**src/sv/isrt_pkg.sv**
```systemverilog
// Package for the insertion sorter: depth, item payload types and the
// structs that pass between the sorting cells. No dependencies.
package isrt_pkg;

  localparam int unsigned DEPTH = 16;

  typedef struct packed {
    logic signed [31:0] value;
    logic               last;
  } in_item_t;

  typedef struct packed {
    logic signed [31:0] sorted_value;
    logic               final_res;
  } out_item_t;

  // What every cell sees in a cycle: an insertion of value, or a shift down.
  typedef struct packed {
    logic               insert;
    logic               shift;
    logic signed [31:0] value;
  } cell_cmd_t;

  // What a cell shows its neighbors.
  typedef struct packed {
    logic               valid;
    logic signed [31:0] value;
    logic               gt;
  } cell_stat_t;

endpackage

```
**src/sv/insertion_sorter_top.sv**
```systemverilog
// Top level of the insertion sorter: a chain of DEPTH cells and the flush control.
// Depends on isrt_pkg and isrt_cell.
//
// Stable ascending sort of sets of signed 32-bit values. While a set loads, one
// item is taken every cycle: each value is compared against all cells at once
// and is in place in the following cycle. An item marked last, or the DEPTH-th
// item, starts the flush: the chain shifts toward cell 0 and one sorted item
// leaves per cycle through the output register unless the output stalls, the
// final one marked. Input is stalled for the flush, which runs until the set
// has drained; the single output port popping cell 0 sets the drain rate.
module insertion_sorter_top import isrt_pkg::*; (
  input  logic      clk_i,
  input  logic      rst_ni,
  input  logic      in_valid_i,
  output logic      in_stall_o,
  input  in_item_t  in_data_i,
  output logic      out_valid_o,
  input  logic      out_stall_i,
  output out_item_t out_data_o
);

  cell_cmd_t         cmd;
  cell_stat_t        stat [DEPTH];
  logic [DEPTH-1:0]  vld;
  logic              in_acc, pop;
  logic              flushing_q, flushing_d;
  logic              out_valid_q, out_valid_d;
  out_item_t         out_data_q, out_data_d;

  assign in_acc = in_valid_i && !in_stall_o;
  assign pop    = flushing_q && (!out_valid_q || !out_stall_i);

  assign cmd = '{insert: in_acc, shift: pop, value: in_data_i.value};

  for (genvar i = 0; i < DEPTH; i++) begin : g_cell
    cell_stat_t left, right;
    if (i == 0) begin : g_first
      assign left = '0;
    end else begin : g_left
      assign left = stat[i-1];
    end
    if (i == DEPTH - 1) begin : g_end
      assign right = '0;
    end else begin : g_right
      assign right = stat[i+1];
    end
    isrt_cell u_cell (
      .clk_i   (clk_i),
      .rst_ni  (rst_ni),
      .cmd_i   (cmd),
      .left_i  (left),
      .right_i (right),
      .stat_o  (stat[i])
    );
    assign vld[i] = stat[i].valid;
  end

  always_comb begin
    flushing_d = flushing_q;
    // The cell below the top being filled means this item fills the store.
    if (in_acc && (in_data_i.last || vld[DEPTH-2])) begin
      flushing_d = 1'b1;
    end else if (pop && !vld[1]) begin
      flushing_d = 1'b0;
    end
  end

  always_comb begin
    out_valid_d = out_valid_q;
    out_data_d  = out_data_q;
    if (pop) begin
      out_valid_d = 1'b1;
      out_data_d  = '{sorted_value: stat[0].value, final_res: !vld[1]};
    end else if (!out_stall_i) begin
      out_valid_d = 1'b0;
    end
  end

  always_ff @(posedge clk_i or negedge rst_ni) begin
    if (!rst_ni) begin
      flushing_q  <= 1'b0;
      out_valid_q <= 1'b0;
    end else begin
      flushing_q  <= flushing_d;
      out_valid_q <= out_valid_d;
    end
  end

  always_ff @(posedge clk_i) begin
    out_data_q <= out_data_d;
  end

  assign in_stall_o  = flushing_q;
  assign out_valid_o = out_valid_q;
  assign out_data_o  = out_data_q;

  // Occupied cells always form a run starting at cell 0.
  a_vld_contig: assert property (@(posedge clk_i) disable iff (!rst_ni)
    (vld & (vld + 1'b1)) == '0)
    else $error("occupied cells are not contiguous");

  // A flush never runs on an empty chain.
  a_flush_nonempty: assert property (@(posedge clk_i) disable iff (!rst_ni)
    flushing_q |-> vld[0])
    else $error("flush with empty chain");

  // No item is inserted into a full chain.
  a_no_overflow: assert property (@(posedge clk_i) disable iff (!rst_ni)
    in_acc |-> !vld[DEPTH-1])
    else $error("insertion into full chain");

  // A last item starts a flush.
  a_last_flush: assert property (@(posedge clk_i) disable iff (!rst_ni)
    (in_acc && in_data_i.last) |=> flushing_q)
    else $error("last item did not start a flush");

  // Popping the final entry ends the flush and empties the chain.
  a_flush_end: assert property (@(posedge clk_i) disable iff (!rst_ni)
    (pop && !vld[1]) |=> (!flushing_q && !vld[0]))
    else $error("flush did not end after final item");

endmodule

```
**src/sv/isrt_cell.sv**
```systemverilog
// One cell of the sorting chain: holds one entry of the sorted set.
// Depends on isrt_pkg.
module isrt_cell import isrt_pkg::*; (
  input  logic       clk_i,
  input  logic       rst_ni,
  input  cell_cmd_t  cmd_i,
  input  cell_stat_t left_i,
  input  cell_stat_t right_i,
  output cell_stat_t stat_o
);

  logic               valid_q, valid_d;
  logic signed [31:0] value_q, value_d;
  logic               gt;

  // An empty cell counts as larger than any value, so new entries fill upward.
  assign gt = !valid_q || (value_q > cmd_i.value);

  always_comb begin
    valid_d = valid_q;
    value_d = value_q;
    if (cmd_i.shift) begin
      valid_d = right_i.valid;
      value_d = right_i.value;
    end else if (cmd_i.insert && gt) begin
      // Entries strictly greater move up one place; the value takes the gap.
      if (left_i.gt) begin
        valid_d = left_i.valid;
        value_d = left_i.value;
      end else begin
        valid_d = 1'b1;
        value_d = cmd_i.value;
      end
    end
  end

  always_ff @(posedge clk_i or negedge rst_ni) begin
    if (!rst_ni) begin
      valid_q <= 1'b0;
    end else begin
      valid_q <= valid_d;
    end
  end

  always_ff @(posedge clk_i) begin
    value_q <= value_d;
  end

  assign stat_o = '{valid: valid_q, value: value_q, gt: gt};

endmodule
```
**config.mk**
```make
export PLATFORM = sky130hd
export DESIGN_NAME = insertion_sorter_top
export DESIGN_NICKNAME = d
export VERILOG_FILES = /design/src/sv/isrt_pkg.sv /design/src/sv/insertion_sorter_top.sv /design/src/sv/isrt_cell.sv
export SDC_FILE = /design/constraint.sdc
export NUM_CORES = 2
export LEC_CHECK = 0
export BUFFER_PORTS_ARGS = -buffer_cell sky130_fd_sc_hd__buf_2
export CORE_AREA = 2 2 303 305
export CTS_CLUSTER_DIAMETER = 60
export CTS_CLUSTER_SIZE = 8
export DETAILED_ROUTE_END_ITERATION = 12
export DIE_AREA = 0 0 305 307
export HOLD_SLACK_MARGIN = 0.06
export PLACE_DENSITY = 0.72
export RECOVER_POWER = 50
export SLEW_MARGIN = 20
export SYNTH_ARGS = -nofsm -noshare
export SYNTH_HDL_FRONTEND = slang
export SYNTH_SLANG_ARGS = --single-unit
```
**constraint.sdc**
```tcl
create_clock -name clk_i -period 6.5 [get_ports clk_i]
set_input_delay 0.65 -clock clk_i [delete_from_list [all_inputs] [get_ports clk_i]]
set_output_delay 0.65 -clock clk_i [all_outputs]
set_load 0.02 [all_outputs]
```
### Word level (Yosys, flattened, before mapping)

Index checks and enable logic that the tools add are counted.

* mux-type cells: 96
* order comparisons: 16
* equal/unequal tests: 1
* reductions and logical operators: 74

Operators by type and width (number)
* $mux W32: 45
* $gt A32 B32 Y1: 16
* $mux W1: 51
* $reduce_bool A2 Y1: 17
* $logic_and A1 B1 Y1: 20
* $logic_not A1 Y1: 19
* $logic_or A1 B1 Y1: 18
* $ne A2 B1 Y1 const B: 1

* logic and storage cells: 223
* output and inout port bits: 35
* register bits: 563

### Logic depth before layout (Yosys ltp)

* word-level depth: 6
* mapped depth: 13

### Modules after synthesis

A second synthesis with hierarchy kept.

* cell total of the unflattened synthesis: 4315
* area total of the unflattened synthesis: 41752.5 um^2

Modules (own cells, without submodules)
* isrt_cell: area each 2541.2 um^2, sequential area each 985.9 um^2, times used 16, cells an instance 267
* insertion_sorter_top: area each 1093.5 um^2, sequential area each 1041.0 um^2, times used 1, cells an instance 43

### Least setup slack after synthesis

OpenSTA, ideal clock, no wires.

* kind: input to register
* from: input port in_data_i[2] (netlist name)
* to: register g_cell[14].u_cell.value_q[0] (enable)
* buffers on the path: 2
* required time: 6.034 ns
* setup time: 0.466 ns
* path slack: 0.802 ns
* arrival: 5.232 ns
* stages: 12
* cell sequence: inv_1 -> ha_1 -> nor2b_1 -> o211ai_1 -> a21oi_1 -> o31a_1 -> nor4b_1 -> xor2_1 -> a21boi_0 -> buf_2 -> buf_2 -> o21ai_0

* word-level cells in the longest chain between the ends: 4

Ends and longest elaborated chain
* start, declared: RTL line insertion_sorter_top.sv:16 `input in_item_t in_data_i,`
* $gt A32 B32 Y1: RTL line isrt_cell.sv:17 `assign gt = !valid_q || (value_q > cmd_i.value);`
* $logic_or A1 B1 Y1: RTL line isrt_cell.sv:17
* $logic_and A1 B1 Y1: RTL line isrt_cell.sv:25 `end else if (cmd_i.insert && gt) begin`
* $reduce_bool A2 Y1 (no source line)
* end signal, assigned: RTL line isrt_cell.sv:46 `value_q <= value_d;`
* end, declared: RTL line isrt_cell.sv:13 `logic signed [31:0] value_q, value_d;`

Every way passes these cells.
A chain may end at the register's enable or synchronous reset.

### Final worst setup path

* from: input port in_data_i[23] (netlist name)
* to: register g_cell[0].u_cell.value_q[23] (enable)

* word-level cells in the longest chain between the ends: 4

Ends and longest elaborated chain (RTL line)
* $gt A32 B32 Y1: isrt_cell.sv:17
* $logic_or A1 B1 Y1: isrt_cell.sv:17
* $logic_and A1 B1 Y1: isrt_cell.sv:25
* $reduce_bool A2 Y1 (no source line)
* end signal, assigned: isrt_cell.sv:46
* end, declared: isrt_cell.sv:13

Every way passes these cells.

==> results.md <==
- The flow ran to the end, but the final reports show violations.
- The final reports fail on max-capacitance violations, max-slew violations.
- The fraction of registers with async set/reset is 0.0320.
- The synthesized design contains 563 register bits.
- The first-pass GRT wire length is 196000 um.
- The clock insertion delay at the later pin of the skew report is 0.63 ns.
- The highest clock frequency the design can meet is 177 MHz.
- Clock-pin slew was measured on the worst setup and hold paths at 0.05 ns.
- The aggregate global-route resource usage is 0.265.
- The initial antenna violation count is 11.
- The initial utilization of the core area, before any placement, comes to 0.446.
- The combinational fraction of design power is 0.497.
- Counting every net in the synthesized netlist gives 4658.
- The primary flip-flop cell chosen by synthesis mapping is sky130_fd_sc_hd__edfxtp_1.
- The design internal power is 14.8 mW.
- The post-DP HPWL is 90700 um.
- The routed layout has 34177 vias.
- Measured on the finished design, the core utilization comes to 0.489.
- The number of DRC markers in iteration 0 is 3871.
- The area growth from synthesis to layout is 9.53%.
- The row count is 111.
- The path class of the tightest hold or removal check is in -> reg.
- The die area is 93600 um^2.
- The cell with the most instances after synthesis is sky130_fd_sc_hd__edfxtp_1.
- The arrival time of the worst setup path is 5.95 ns.
- Along the worst hold path, the cell count comes to 3.
- During synthesis, Yosys emitted a total of 0 warnings.
- The worst-case IR drop observed on VDD is 0.327 mV.
- Entering global routing, the biggest net connects 158 pins.
- For hold timing, the worst endpoint is in_stall_o.
- The analysis attributes to cell leakage a power of 18.8 nW.
- The power density normalized to cell area is 607 nW/um^2.
- OpenSTA, run right after detailed placement, puts the worst setup slack at 1.13 ns.
- The number of max-capacitance violations reported is 4.
- At the pin with the least slew margin, the transition time is 2.70 ns.
- The cell depth of the worst flop-to-flop path is 4.
- After detailed routing, the total wire length is 127000 um.
- After clock tree synthesis, the repair step resized 0 gates.
- Counting distinct cell types in the post-synthesis netlist gives 72.
- The required time of the critical path is 6.80 ns.
- After clock tree synthesis, the setup repair step added 0 buffers.
- The endpoint of the most critical register-to-register path is g_cell[11].u_cell.value_q[27].
- The share of total power dissipated in sequential elements is 0.348.
- The total CTS buffers is 84.
- The net switching power is 12.1 mW.
- The tightest hold path in the finished design has a slack of 0.251 ns.
- The routability congestion estimate from global placement is 0.915.
- Counting the fill cells in the layout gives 8335.
- The hold path startpoint is in_data_i[0].
- The number of buffers added on ports is 71.
- Setup repair after global routing left no endpoint under its margin.
- The worst setup path is captured at a register.
- The total DRC errors in the routed layout is 0.
- At the end of the flow, the number of nets in the layout was 4634.
- Once detail routing completed, the nets flagged for antenna violations numbered 0.
- Setup slack on the worst reg-to-reg path comes out at 1.06 ns.
- Summing every instance area after synthesis gives 40500 um^2.
- The total count of max-transition violations in the final report is 231.
- The TritonCTS clock tree is done.
- In this run the deepest clock path goes through 3 buffers.
- Along the worst path, the maximum fanout reaches 17.
- Clock skew on the completed layout was measured at 0.0295 ns.
- Counting instances in the post-synthesis netlist gives the leading cell types as 513 x sky130_fd_sc_hd__edfxtp_1, 512 x sky130_fd_sc_hd__ha_1, 394 x sky130_fd_sc_hd__nand2_1.
- The final critical path time including I/O delays and setup is 5.66 ns.
- In this run the critical register-to-register path is launched from in_stall_o.
- CTS built an H-tree with a depth of 3.
- After routing, the total negative slack on setup checks comes to 0 ns.
- The clock net sink count is 563.
- The die width is 305 um.
- The fraction of synthesized cell area taken by the top area cell type is 0.381.
- The number of hold violations in the final report is 0.
- The standard cell core area is 90700 um^2.
- The fraction of layout cells with a size suffix above 1 is 0.0612.
- The design draws 26.9 mW.
- In this run the tightest slew margin relative to its limit is -0.799.
- The first detailed-routing pass ran for 7 iterations.
- Synthesis produced a netlist whose cell count is 4109.
- The startpoint-to-endpoint class of the critical path is in -> reg.
- The fraction of power spent switching nets is 0.449.
- The average vias per placed instance is 6.41.
- The sequential area share after synthesis is 0.408.
- The count of final setup violators is 0.
- CTS placed an instance of sky130_fd_sc_hd__clkbuf_16 at the clock tree root.
- After synthesis, the mean cell area works out to 9.85 um^2.
- Dividing the final minimum period by the clock period gives 0.870.
- Of the total power, the clock network draws 0.155.
- Pin placement for this block handled 72 I/O pins.
- Across all setup checks in the final design, the least slack found is 0.842 ns.
- The detail-routed net length per standard cell is 23.9 um.
- The number of global-route vias before repair was 32757.
- The die span in y is 307 um.
- The quantity of hold-fixing buffers added after cts is 1.
- After synthesis, the cell types taking the most area are sky130_fd_sc_hd__edfxtp_1 38%, sky130_fd_sc_hd__ha_1 16%, sky130_fd_sc_hd__mux2i_1 8.6%.
- STA classifies the critical path startpoint as an input pin.
- The number of flops mapped to enable cells by yosys is 513.
- The biggest area consumer among synthesized cells is sky130_fd_sc_hd__edfxtp_1.
- The final global-route overflow total is 0.
==> layout by cell type (no fill, tap or decap), drive strengths merged, types with 8 or more instances in the layout <==
master	n
o221ai	8
mux2i	346
nand2	394
a211oi	38
o211ai	8
and4	11
a21o	150
o31ai	64
dfxtp	32
nand3	26
nand4	174
a311oi	32
clkbuf	176
o21ai	416
edfxtp	513
dfrtp	18
nor2	265
o21a	22
nor3	192
buf	127
a21oi	317
or3	16
ha	512
inv	65
nor2b	31
nor4	76
==> routing by layer <==
layer,share of wire,up-vias,GRT usage
met4,0.030,14,0.0802
met1,0.43,16503,0.373
met3,0.090,284,0.0458
met2,0.45,1674,0.416
met5,0.00072,-,0
li1,-,15702,-
==> layout make-up <==
type / instances / area (um^2) / share of cell area
inverters: 64 / 244 / 0.00550
clock inverters: 8 / 75.1 / 0.00169
multi-input cells: 3198 / 22500 / 0.508
well taps: 1186 / 1480 / 0.0335
clock buffers: 130 / 2350 / 0.0529
diodes: 6 / 15.0 / 0.000339
flip-flops and latches: 563 / 16500 / 0.372
repair buffers: 174 / 1170 / 0.0264
==> worst max path at each step <==
| stage | startpoint | endpoint | slack [ns] | depth (start not counted) |
|---|---|---|---|---|
| floorplan | in_data_i[2] | g_cell[14].u_cell.value_q[0] | 0.80 | 12 |
| global placement | in_data_i[28] | g_cell[6].u_cell.value_q[0] | 1.14 | 15 |
| detailed placement | in_data_i[28] | g_cell[6].u_cell.value_q[0] | 1.13 | 15 |
| CTS | in_data_i[27] | g_cell[8].u_cell.value_q[11] | 1.79 | 15 |
| global route | in_stall_o | g_cell[11].u_cell.value_q[30] | 0.72 | 4 |
| finish | in_data_i[23] | g_cell[0].u_cell.value_q[23] | 0.84 | 12 |
==> state kept, by name, summed over array words and instances, names as in the netlist <==
signal / cells
g_cell.u_cell.valid_q: 16
out_valid_o: 1
out_data_o: 33
in_stall_o: 1
g_cell.u_cell.value_q: 512
==> logic make-up after synthesis <==
family,after synthesis,share of synthesized area
simple gates,1222,0.144
compound gates,1116,0.165
flops,563,0.408
fa+ha+maj,512,0.158
buf+inv,348,0.0395
mux,346,0.0856
xor+xnor,2,0.000433
==> stage by stage <==
step	cell area, um^2	instances
global placement	42000	5184
CTS	44400	5323
finish	44300	5329
detailed placement	42000	5184
global route	44300	5323
floorplan	40500	4109
==> power by group through the flow <==
stage,clock network (mW),logic (mW),registers [mW]
6_report,4.17,13.4,9.36
5_1_grt,4.33,14.8,9.56
4_1_cts,4.20,13.1,9.30
3_5_place_dp,0,13.0,9.34
3_3_place_gp,0,12.6,9.34
2_1_floorplan,0,9.76,8.56
==> critical path, stage by stage <==
cell                       delay (ns)
sky130_fd_sc_hd__clkbuf_1        0.70
sky130_fd_sc_hd__inv_1           0.64
sky130_fd_sc_hd__clkbuf_1        0.36
sky130_fd_sc_hd__ha_1            0.37
sky130_fd_sc_hd__nand4_1         0.21
sky130_fd_sc_hd__nor4_1          0.66
sky130_fd_sc_hd__o21ai_0         0.37
sky130_fd_sc_hd__a32oi_4         0.31
sky130_fd_sc_hd__clkbuf_1        1.10
sky130_fd_sc_hd__nand2_1         0.10
sky130_fd_sc_hd__nand2_1         0.15
sky130_fd_sc_hd__buf_4           0.30
No activity file was read; power rests on OpenSTA's default activity.
